`config.mk`:
```
export PLATFORM = sky130hd
export DESIGN_NAME = led_cube_layer_multiplexer_top
export DESIGN_NICKNAME = d
export VERILOG_FILES = /design/src/sv/lcm_pkg.sv /design/src/sv/lcm_store.sv /design/src/sv/led_cube_layer_multiplexer_top.sv
export SDC_FILE = /design/constraint.sdc
export NUM_CORES = 1
export LEC_CHECK = 0
export BUFFER_PORTS_ARGS = -buffer_cell sky130_fd_sc_hd__buf_2
export CORE_ASPECT_RATIO = 0.9
export CORE_MARGIN = 3
export CORE_UTILIZATION = 61
export DETAILED_ROUTE_END_ITERATION = 6
export PLACE_DENSITY = 0.8
export SYNTH_ARGS = -nofsm -noshare
export SYNTH_HDL_FRONTEND = slang
export SYNTH_SLANG_ARGS = --single-unit
```
`constraint.sdc`:
```
create_clock -name clock -period 17.65 [get_ports clock]
set_input_delay 0.8825 -clock clock [delete_from_list [all_inputs] [get_ports clock]]
set_output_delay 0.8825 -clock clock [all_outputs]
set_load 0.05 [all_outputs]
```
`src/sv/lcm_pkg.sv`:
```
// Shared types, constants and helpers for the LED cube layer multiplexer.
// No dependencies; imported by lcm_store and led_cube_layer_multiplexer_top.
package lcm_pkg;

   localparam int LAYERS     = 8;
   localparam int BYTE_W     = 8;
   localparam int ROW_W      = LAYERS * BYTE_W;
   localparam int LAYER_W    = 3;
   localparam int FUNC_W     = 2;
   localparam int INDEX_W    = 6;
   localparam int PRESCALE_W = 8;
   localparam int FRAME_W    = 8;
   localparam int SHOWN_W    = 7;
   localparam int COUNT_W    = 32;
   localparam int PADDR_W    = 3;
   localparam int PDATA_W    = 32;

   // word index of the prescale register on the configuration port
   localparam logic CSR_PRESCALE = 1'b0;

   typedef enum logic [FUNC_W-1:0] {
      FUNC_WRITE = 2'd0,
      FUNC_FILL  = 2'd1,
      FUNC_TICK  = 2'd2
   } func_type;

   typedef logic [LAYER_W-1:0] layer_type;

   typedef struct packed {
      logic                 wr_en;
      logic                 fill_en;
      logic [LAYER_W-1:0]   row;
      logic [LAYER_W-1:0]   col;
      logic [BYTE_W-1:0]    data;
   } store_cmd_type;

   // reverse the order of the four bit pairs into the latch wiring order
   function automatic logic [BYTE_W-1:0] permute_byte(input logic [BYTE_W-1:0] b);
      permute_byte = {b[1], b[0], b[3], b[2], b[5], b[4], b[7], b[6]};
   endfunction

endpackage

```
`src/sv/lcm_store.sv`:
```
// Frame store: eight layer rows of eight latch bytes, byte write, whole fill, row read.
// Depends on lcm_pkg. Rows never written since reset read as all ones.
module lcm_store (
   input  logic                         clock,
   input  logic                         reset,
   input  lcm_pkg::store_cmd_type       cmd,
   input  lcm_pkg::layer_type           rd_row,
   output logic [lcm_pkg::ROW_W-1:0]    rd_data
);
   import lcm_pkg::*;

   logic [ROW_W-1:0]  rows_ff [LAYERS];
   logic [LAYERS-1:0] valid_ff;
   logic [LAYERS-1:0] valid_in;
   logic [ROW_W-1:0]  wr_row_in;

   always_comb begin
      wr_row_in = valid_ff[cmd.row] ? rows_ff[cmd.row] : {ROW_W{1'b1}};
      wr_row_in[{cmd.col, 3'b000} +: BYTE_W] = cmd.data;
      rd_data = valid_ff[rd_row] ? rows_ff[rd_row] : {ROW_W{1'b1}};
   end

   always_comb begin
      valid_in = valid_ff;
      if (cmd.fill_en) begin
         valid_in = {LAYERS{1'b1}};
      end else if (cmd.wr_en) begin
         valid_in[cmd.row] = 1'b1;
      end
   end

   always_ff @(posedge clock) begin
      if (reset) begin
         valid_ff <= '0;
      end else begin
         valid_ff <= valid_in;
      end
   end

   always_ff @(posedge clock) begin
      if (cmd.fill_en) begin
         for (int r = 0; r < LAYERS; r++) begin
            rows_ff[r] <= {LAYERS{cmd.data}};
         end
      end else if (cmd.wr_en) begin
         rows_ff[cmd.row] <= wr_row_in;
      end
   end

endmodule

```
`src/sv/led_cube_layer_multiplexer_top.sv`:
```
// Top level of the LED cube layer multiplexer: item stage, refresh control, CSR port.
// Depends on lcm_pkg and lcm_store.
//
// Usage:
//  - Items enter on start with req_func, req_pixel_index and req_data_byte. busy
//    is always low, so an item is taken at every edge where start is high.
//  - A write item stores one permuted, inverted image byte; a fill item stores the
//    inverted byte everywhere; a tick item advances the prescaler and, when it
//    fires, shows the current layer.
//  - A firing tick produces one item on the result ports, marked by rsp_strobe for
//    a single cycle; writes, fills and non-firing ticks produce nothing.
//  - A tick is captured in the item register and its result in the result register,
//    which drives the ports. Throughput: one item per cycle, set by the single combinational
//    pass between the item register and the result register.
//  - Results cannot be stalled: the receiver must take rsp_strobe as it comes.
//  - tick_prescale sits at byte address 0 of the APB port; write it only while
//    no item is in flight.
//  - Reset clears all counters, the prescale register and the layer pointer, and
//    the frame store reads as all ones (every LED off) until written.
module led_cube_layer_multiplexer_top (
   input  logic                               clock,
   input  logic                               reset,
   input  logic                               start,
   output logic                               busy,
   input  logic [lcm_pkg::FUNC_W-1:0]         req_func,
   input  logic [lcm_pkg::INDEX_W-1:0]        req_pixel_index,
   input  logic [lcm_pkg::BYTE_W-1:0]         req_data_byte,
   output logic                               rsp_strobe,
   output logic [lcm_pkg::LAYERS-1:0]         rsp_layer_select,
   output logic [lcm_pkg::ROW_W-1:0]          rsp_latch_bytes,
   output logic [lcm_pkg::SHOWN_W-1:0]        rsp_frames_shown,
   output logic [lcm_pkg::COUNT_W-1:0]        rsp_refresh_count,
   input  logic                               psel,
   input  logic                               penable,
   input  logic                               pwrite,
   input  logic [lcm_pkg::PADDR_W-1:0]        paddr,
   input  logic [lcm_pkg::PDATA_W-1:0]        pwdata,
   output logic [lcm_pkg::PDATA_W-1:0]        prdata,
   output logic                               pready
);
   import lcm_pkg::*;

   // item register
   logic                    req_valid_ff;
   logic [FUNC_W-1:0]       func_ff;
   logic [INDEX_W-1:0]      index_ff;
   logic [BYTE_W-1:0]       data_ff;

   // refresh state
   layer_type               layer_ff, layer_in;
   logic                    changed_ff, changed_in;
   logic [FRAME_W-1:0]      frame_ff, frame_in;
   logic [PRESCALE_W-1:0]   prescale_ff, prescale_in;
   logic [COUNT_W-1:0]      refresh_ff, refresh_in;
   logic [PRESCALE_W-1:0]   tick_prescale_ff;

   // result register
   logic                    rsp_strobe_ff, rsp_strobe_in;
   logic [LAYERS-1:0]       rsp_select_ff;
   logic [ROW_W-1:0]        rsp_bytes_ff;
   logic [SHOWN_W-1:0]      rsp_shown_ff;
   logic [COUNT_W-1:0]      rsp_count_ff;

   store_cmd_type           store_cmd;
   layer_type               layer_show;
   logic [ROW_W-1:0]        row_data;
   logic                    csr_write;

   assign busy   = 1'b0;
   assign pready = 1'b1;

   assign csr_write = psel && penable && pwrite && pready;

   always_comb begin
      prdata = '0;
      if (paddr[2] == CSR_PRESCALE) begin
         prdata = {{(PDATA_W-PRESCALE_W){1'b0}}, tick_prescale_ff};
      end
   end

   always_ff @(posedge clock) begin
      if (reset) begin
         tick_prescale_ff <= '0;
      end else if (csr_write && paddr[2] == CSR_PRESCALE) begin
         tick_prescale_ff <= pwdata[PRESCALE_W-1:0];
      end
   end

   always_ff @(posedge clock) begin
      if (reset) begin
         req_valid_ff <= 1'b0;
      end else begin
         req_valid_ff <= start && !busy;
      end
   end

   always_ff @(posedge clock) begin
      if (start && !busy) begin
         func_ff  <= req_func;
         index_ff <= req_pixel_index;
         data_ff  <= req_data_byte;
      end
   end

   // a changed image restarts the scan at layer 0
   assign layer_show = changed_ff ? '0 : layer_ff;

   lcm_store u_store (
      .clock   (clock),
      .reset   (reset),
      .cmd     (store_cmd),
      .rd_row  (layer_show),
      .rd_data (row_data)
   );

   always_comb begin
      layer_in      = layer_ff;
      changed_in    = changed_ff;
      frame_in      = frame_ff;
      prescale_in   = prescale_ff;
      refresh_in    = refresh_ff;
      rsp_strobe_in = 1'b0;

      store_cmd.wr_en   = 1'b0;
      store_cmd.fill_en = 1'b0;
      store_cmd.row     = index_ff[LAYER_W-1:0];
      store_cmd.col     = ~index_ff[INDEX_W-1:LAYER_W];
      store_cmd.data    = ~permute_byte(data_ff);

      if (req_valid_ff) begin
         case (func_ff)
            FUNC_WRITE: begin
               store_cmd.wr_en = 1'b1;
               changed_in      = 1'b1;
               frame_in        = '0;
               prescale_in     = '0;
            end
            FUNC_FILL: begin
               store_cmd.fill_en = 1'b1;
               store_cmd.data    = ~data_ff;
               changed_in        = 1'b1;
               frame_in          = '0;
               prescale_in       = '0;
            end
            FUNC_TICK: begin
               if (prescale_ff < tick_prescale_ff) begin
                  prescale_in = prescale_ff + 1'b1;
               end else begin
                  prescale_in   = '0;
                  changed_in    = 1'b0;
                  refresh_in    = refresh_ff + 1'b1;
                  rsp_strobe_in = 1'b1;
                  layer_in      = layer_show + 1'b1;
                  if (layer_show == layer_type'(LAYERS-1)) begin
                     frame_in = frame_ff + 1'b1;
                  end
               end
            end
            default: begin
               // unused selector: drop the item
            end
         endcase
      end
   end

   always_ff @(posedge clock) begin
      if (reset) begin
         layer_ff      <= '0;
         changed_ff    <= 1'b0;
         frame_ff      <= '0;
         prescale_ff   <= '0;
         refresh_ff    <= '0;
         rsp_strobe_ff <= 1'b0;
      end else begin
         layer_ff      <= layer_in;
         changed_ff    <= changed_in;
         frame_ff      <= frame_in;
         prescale_ff   <= prescale_in;
         refresh_ff    <= refresh_in;
         rsp_strobe_ff <= rsp_strobe_in;
      end
   end

   always_ff @(posedge clock) begin
      if (rsp_strobe_in) begin
         rsp_select_ff <= LAYERS'(1) << layer_show;
         rsp_bytes_ff  <= row_data;
         rsp_shown_ff  <= frame_ff[FRAME_W-1:1];
         rsp_count_ff  <= refresh_in;
      end
   end

   assign rsp_strobe        = rsp_strobe_ff;
   assign rsp_layer_select  = rsp_select_ff;
   assign rsp_latch_bytes   = rsp_bytes_ff;
   assign rsp_frames_shown  = rsp_shown_ff;
   assign rsp_refresh_count = rsp_count_ff;

endmodule
```
Yosys cells after proc, flatten, opt, wreduce, memory -nomap -nowiden
Memories as Yosys holds them, arrays and structs flattened. A register that Yosys moved wholly into a read port is not among the register bits.
Cells that the tools add are included.

operators by class
  add/sub/neg operators = 5
  bitwise gates (word level) = 6
  shift-type cells = 3
  multiplexer cells = 39
  equality and inequality tests = 5
  reduce and logical (&&, ||, !) cells = 14
  multiply operators = 0
  order comparisons = 4
  div/mod/pow operators = 0

operator list
  cell                                                   number
  2-to-1 mux 64 bit                                      2
  2-to-1 mux 32 bit                                      3
  bitwise mux 64 bit                                     1
  2-to-1 mux 8 bit                                       8
  OR reduction 64 bit                                    1
  variable shift 8 x 8 -> 64 bit (first input constant)  1
  indexed part select 8 x 8 -> 64 bit                    1
  adder 32 x 1 -> 32 bit (second input constant)         1
  case mux 8 bit (2 select lines)                        2
  adder 8 x 1 -> 8 bit (second input constant)           2
  inverter 8 bit                                         2
  2-to-1 mux 1 bit                                       15
  2-to-1 mux 3 bit                                       3
  < comparator 3 x 4 -> 1 bit (second input constant)    2
  < comparator 8 bit                                     1
  negation 6 -> 8 bit                                    1
  OR 8 bit                                               1
  left shift 1 x 3 -> 8 bit (first input constant)       1
  binary-select mux 1 bit (select 3 bit)                 2
  AND reduction 3 bit                                    2
  logical AND 1 bit                                      4
  != test 2 bit (second input constant)                  2
  AND reduction 4 bit                                    1
  nonzero test 2 bit                                     2
  14 further kinds                                       15

word-level totals
  memory bits (writable) = 512
  flip-flop bits (word level) = 133
  memories kept = 1
  input bits = 57
  output and inout port bits = 146
  logic and storage cells = 92
  bits in read-only memories = 0
  latch bits = 0

memory list
  name             depth  bits a word  rd ports  clocked after memory_dff  wr ports  line             source
  u_store.rows_ff  8      64           2         2                         8         lcm_store.sv:12  logic [ROW_W-1:0] rows_ff [LAYERS];

Longest topological paths before layout
  depth in word-level cells = 8
  gate-level depth with buffers = 10
  gate-level depth less buffers = 7

Hierarchy
Synthesis repeated with hierarchy kept, for this count alone.

unflattened totals
  cell total of the unflattened synthesis = 2,713
  area, all modules = 38,752.2 sq um

by module, submodules not included
  module                          sequential area each (sq um)  times used  cells each  area an instance (sq um)
  lcm_store                       15,534.9                      1           2,091       30,950.9
  led_cube_layer_multiplexer_top  5,054.8                       1           622         7,801.2

Worst setup path before layout
No wires, ideal clock.

  path type = register to register
  from = register tick_prescale_ff[7]
  to = register layer_ff[0]
  period minus slack after synthesis = 6.728 ns
  setup time = 0.357 ns
  data arrival time = 6.371 ns
  setup slack = 10.922 ns
  data required time = 17.293 ns
  stages on the path, launching flop included = 9
  buffers on the path = 1
  cell sequence = dfxtp_1 -> inv_1 -> ha_1 -> nand2_1 -> o21ai_0 -> a21oi_1 -> clkbuf_1 -> nor2_1 -> a211oi_1

on the way
  longest elaborated chain between the ends = 3

ends and longest elaborated chain
  what                                  line                                   source
  start: declaration                    led_cube_layer_multiplexer_top.sv:55   logic [PRESCALE_W-1:0] tick_prescale_ff;
  start signal: assignment              led_cube_layer_multiplexer_top.sv:85   tick_prescale_ff <= pwdata[PRESCALE_W-1:0];
  < comparator 8 bit                    led_cube_layer_multiplexer_top.sv:146  if (prescale_ff < tick_prescale_ff) begin
  inverter 1 bit (no source line)       -
  AND reduction 3 bit (no source line)  -
  end signal: assignment                led_cube_layer_multiplexer_top.sv:175  layer_ff <= layer_in;
  end: declaration                      led_cube_layer_multiplexer_top.sv:50   layer_type layer_ff, layer_in;

No other way between the ends.
A chain may end at the register's enable or synchronous reset.

==> key figures <==
Clock network
  – Post-CTS Setup Inserts: 0
  – Post-CTS Resized: 0
  – CTS tree: built
  – Clk root buf: clkbuf_16
  – Clk_lat worst skew: 0.62 ns
  – Number of clock sinks: 712
  – Cts bufs inserted: 74
  – CTS clk-pin slew, worst paths: 0.06 ns
  – Cts hold-fix bufs: 0
  – Htree depth: 3
  – Clock Tree Buf Depth: 3

Power and ir drop
  – VDD IR max: 0.08053 mV
  – Leakage: 12.64 nW
  – Pwr dens: 99.98 mW/mm^2

Detailed routing
  – WL final: 109600 microns
  – Post-DRT Antenna Nets: 0
  – Top Layer Used: met5
  – Vias per cell: 7.748
  – Wl on met1: 35570 microns
  – DRT Pass-1 Iters: 7
  – Wire length per cell: 31.12 microns
  – Residual DRC count: 6
  – DRT iter0 DRCs: 4602
  – Met2 WL: 51010 microns
  – Vias: 27290
  – Met3 WL: 17220 microns

Placement
  – Final GP Congestion: 0.8871
  – Final HPWL DP: 61860 microns
  – Inst Count DP: 3388
  – Pre-CTS setup slack: 12.90 ns
  – Port bufs: 150

Hold path
  – HP Class: primary input to register
  – Hold depth: 1
  – Startpoint of the worst hold path: req_func[0]
  – WHS Endpoint: func_ff[0]$_DFFE_PP_

Outcome
  – Failing checks: DRC
  – Outcome: finished, violations left

Global route
  – GRT overflow: 0
  – First-pass GRT wire length: 162800 microns
  – GRT Util Overall: 0.3447
  – Vias in the first global route: 27620
  – Largest net degree at the start of global routing: 93
  – Initial antenna violation count: 3

Cells and area
  – Nets: 2777
  – Layout cell share with drive strength beyond 1: 0.2466
  – Layout Cells excl Fill: 3522
  – Multi-input logic area: 0.01460 sq mm
  – Most frequent cells in the layout: edfxtp_1 (639), o22ai_1 (513), mux4_2 (260), nand2_1 (243), buf_2 (150)
  – Area Overhead vs Synth: 10.07%
  – Fill cell count: 3781
  – Register area: 0.02067 sq mm
  – Most common cell after layout, fill and taps aside: edfxtp_1

STA
  – Min Clock Period, post-route: 4.733 ns
  – Slew at the pin closest to its max-slew limit: 1.447 ns
  – Clk_skew: 0.01551 ns
  – Final period util: 0.2681
  – Post-Route Setup TNS: 0 ns
  – Unrepaired setup endpoints after global routing: false
  – Final setup viols: 0
  – FMAX: 211.3 MHz
  – Max transition margin: 0.02989
  – Slew Viols, Final: 0
  – Hold violation total from the final report: 0
  – Final worst slack: 12.92 ns
  – Hold Slack: 0.4404 ns

Worst setup path
  – Reg2reg path depth: 6
  – R2r setup slk: 12.92 ns
  – Critical path required time: 17.97 ns
  – CP Capture Type: register
  – CP Max Fanout: 47
  – Reg-to-reg endpoint: u_store.rows_ff[4][56]$_DFFE_PP_
  – Arr. time, crit path: 5.05 ns
  – Crit path launch type: register
  – WS Path Type: register to register

Synthesis
  – Avg Cell Area, Syn: 13.79 sq um
  – Cells after synthesis: 2618
  – Post-synth EDFFs: 639
  – Main synth FF type: edfxtp_1
  – Synth unique cells: 50
  – Asr flop ratio synth: 0
  – Sequential element share of the synthesized area: 0.5718
  – FF+latch count, synth: 712
  – YS warnings: 0
  – Mapped cell area: 0.03611 sq mm

Floorplan
  – Initial Utilization: 0.6243
  – Die footprint: 0.06216 sq mm
  – Core area: 0.05784 sq mm
  – DIE HEIGHT: 236.8 microns
  – Die width: 262.5 microns
  – Site Rows: 83
  – # IOs: 203

Job
  – Max-Cap Viols: 0
[Yosys cell counts (all sizes together) (2+ instances only)]
master | number | area, sq um
mux2 | 40 | 450.4
inv | 24 | 90.09
and2 | 5 | 31.28
edfxtp | 639 | 19190
nand3 | 88 | 440.4
nand4 | 20 | 125.1
ha | 21 | 262.8
o21ai | 11 | 55.05
nand2b | 7 | 43.79
a21boi | 5 | 37.54
conb | 2 | 7.510
and4 | 3 | 26.28
a21oi | 40 | 200.2
nor3 | 11 | 60.06
a41oi | 4 | 35.03
o211ai | 2 | 15.01
nand3b | 4 | 30.03
o22ai | 513 | 3209
nand4b | 3 | 26.28
a211oi | 73 | 848.3
nand2 | 251 | 942.2
clkbuf | 130 | 488.0
dfxtp | 73 | 1461
nor2b | 108 | 675.7
buf | 83 | 460.5
o21a | 4 | 30.03
and3 | 5 | 31.28
nor2 | 126 | 473.0
xor2 | 29 | 254.0
a31oi | 15 | 93.84
xnor2 | 4 | 35.03
or3 | 3 | 18.77
mux4 | 260 | 5856
[logic make-up (layout without fill, tap and decap cells)]
kind of cell / Yosys count / after routing / share of synthesized area
flip-flops: 712 / 712 / 0.5718
AO/OA/AOI/OAI: 672 / 672 / 0.1265
AND/OR/NAND/NOR: 640 / 640 / 0.08240
multiplexers: 301 / 301 / 0.1750
buffers and inverters: 237 / 349 / 0.02876
XOR/XNOR: 33 / 33 / 0.008004
adder cells (fa/ha/maj): 21 / 21 / 0.007276
other: 2 / 29 / 0.0002080
[worst max-delay path by stage]
stage / start / end / slack (ns) / cells past startpoint
6_report: register / u_store.rows_ff[4][56]$_DFFE_PP_ / 12.92 / 6
5_1_grt: register / u_store.rows_ff[3][59]$_DFFE_PP_ / 12.53 / 6
4_1_cts: register / u_store.rows_ff[3][59]$_DFFE_PP_ / 12.88 / 6
3_5_place_dp: register / u_store.rows_ff[2][59]$_DFFE_PP_ / 12.90 / 6
3_3_place_gp: register / u_store.rows_ff[2][56]$_DFFE_PP_ / 12.99 / 6
2_1_floorplan: tick_prescale_ff[7]$_SDFFE_PP0P_ / layer_ff[0]$_SDFFE_PP0P_ / 10.92 / 8
[power breakdown]
group          total [mW]  switching [mW]  internal [mW]
combinational       0.451           0.280          0.172
clock                1.54           0.653          0.885
sequential           1.98          0.0521           1.93
total                3.97           0.984           2.99
[worst max-delay path, stage by stage, from the launching register on]
cell and delay [ns]:
dfxtp_4 0.91, buf_4 0.86, buf_4 0.93, mux4_2 0.59, nor2b_1 0.18, a211oi_2 0.64, o22ai_1 0.20
[flip-flops by register name, summed over array words and instances (netlist names), 2 cells and up, named ones only]
register and cells:
data_ff 8, rsp_refresh_count 32, prescale_ff 8, rsp_latch_bytes 64, rsp_layer_select 8, u_store.rows_ff 512
func_ff 2, rsp_frames_shown 7, u_store.valid_ff 8, tick_prescale_ff 8, index_ff 6, refresh_ff 32
frame_ff 8, layer_ff 3
[through the flow]
step                      total power [mW]    util  area (sq um)
after floorplan                      2.339       -         36200
after global placement               2.428  0.6464         37390
after detailed placement             2.452  0.6464         37390
after CTS                            3.957  0.6870         39740
after global routing                 4.064  0.6870         39740
final                                3.974  0.6871         39750
[cell type report]
| class | count | area share |
|---|---|---|
| Sequential cell | 712 | 0.5200 |
| Multi-Input combinational cell | 1693 | 0.3673 |
| Clock buffer | 99 | 0.05323 |
| Timing Repair Buffer | 194 | 0.02720 |
| Tap cell | 765 | 0.02408 |
| Clock inverter | 32 | 0.005792 |
| Inverter | 24 | 0.002267 |
| Antenna cell | 3 | 0.0001889 |
[metal layers]
| layer | GRT usage | up-vias |
|---|---|---|
| met3 | 0.1137 | 567 |
| met2 | 0.5347 | 2640 |
| li1 | - | 10850 |
| met1 | 0.4389 | 13220 |
| met5 | 0 | - |
| met4 | 0.1764 | 4 |
Power figures use the tool's default switching activity.
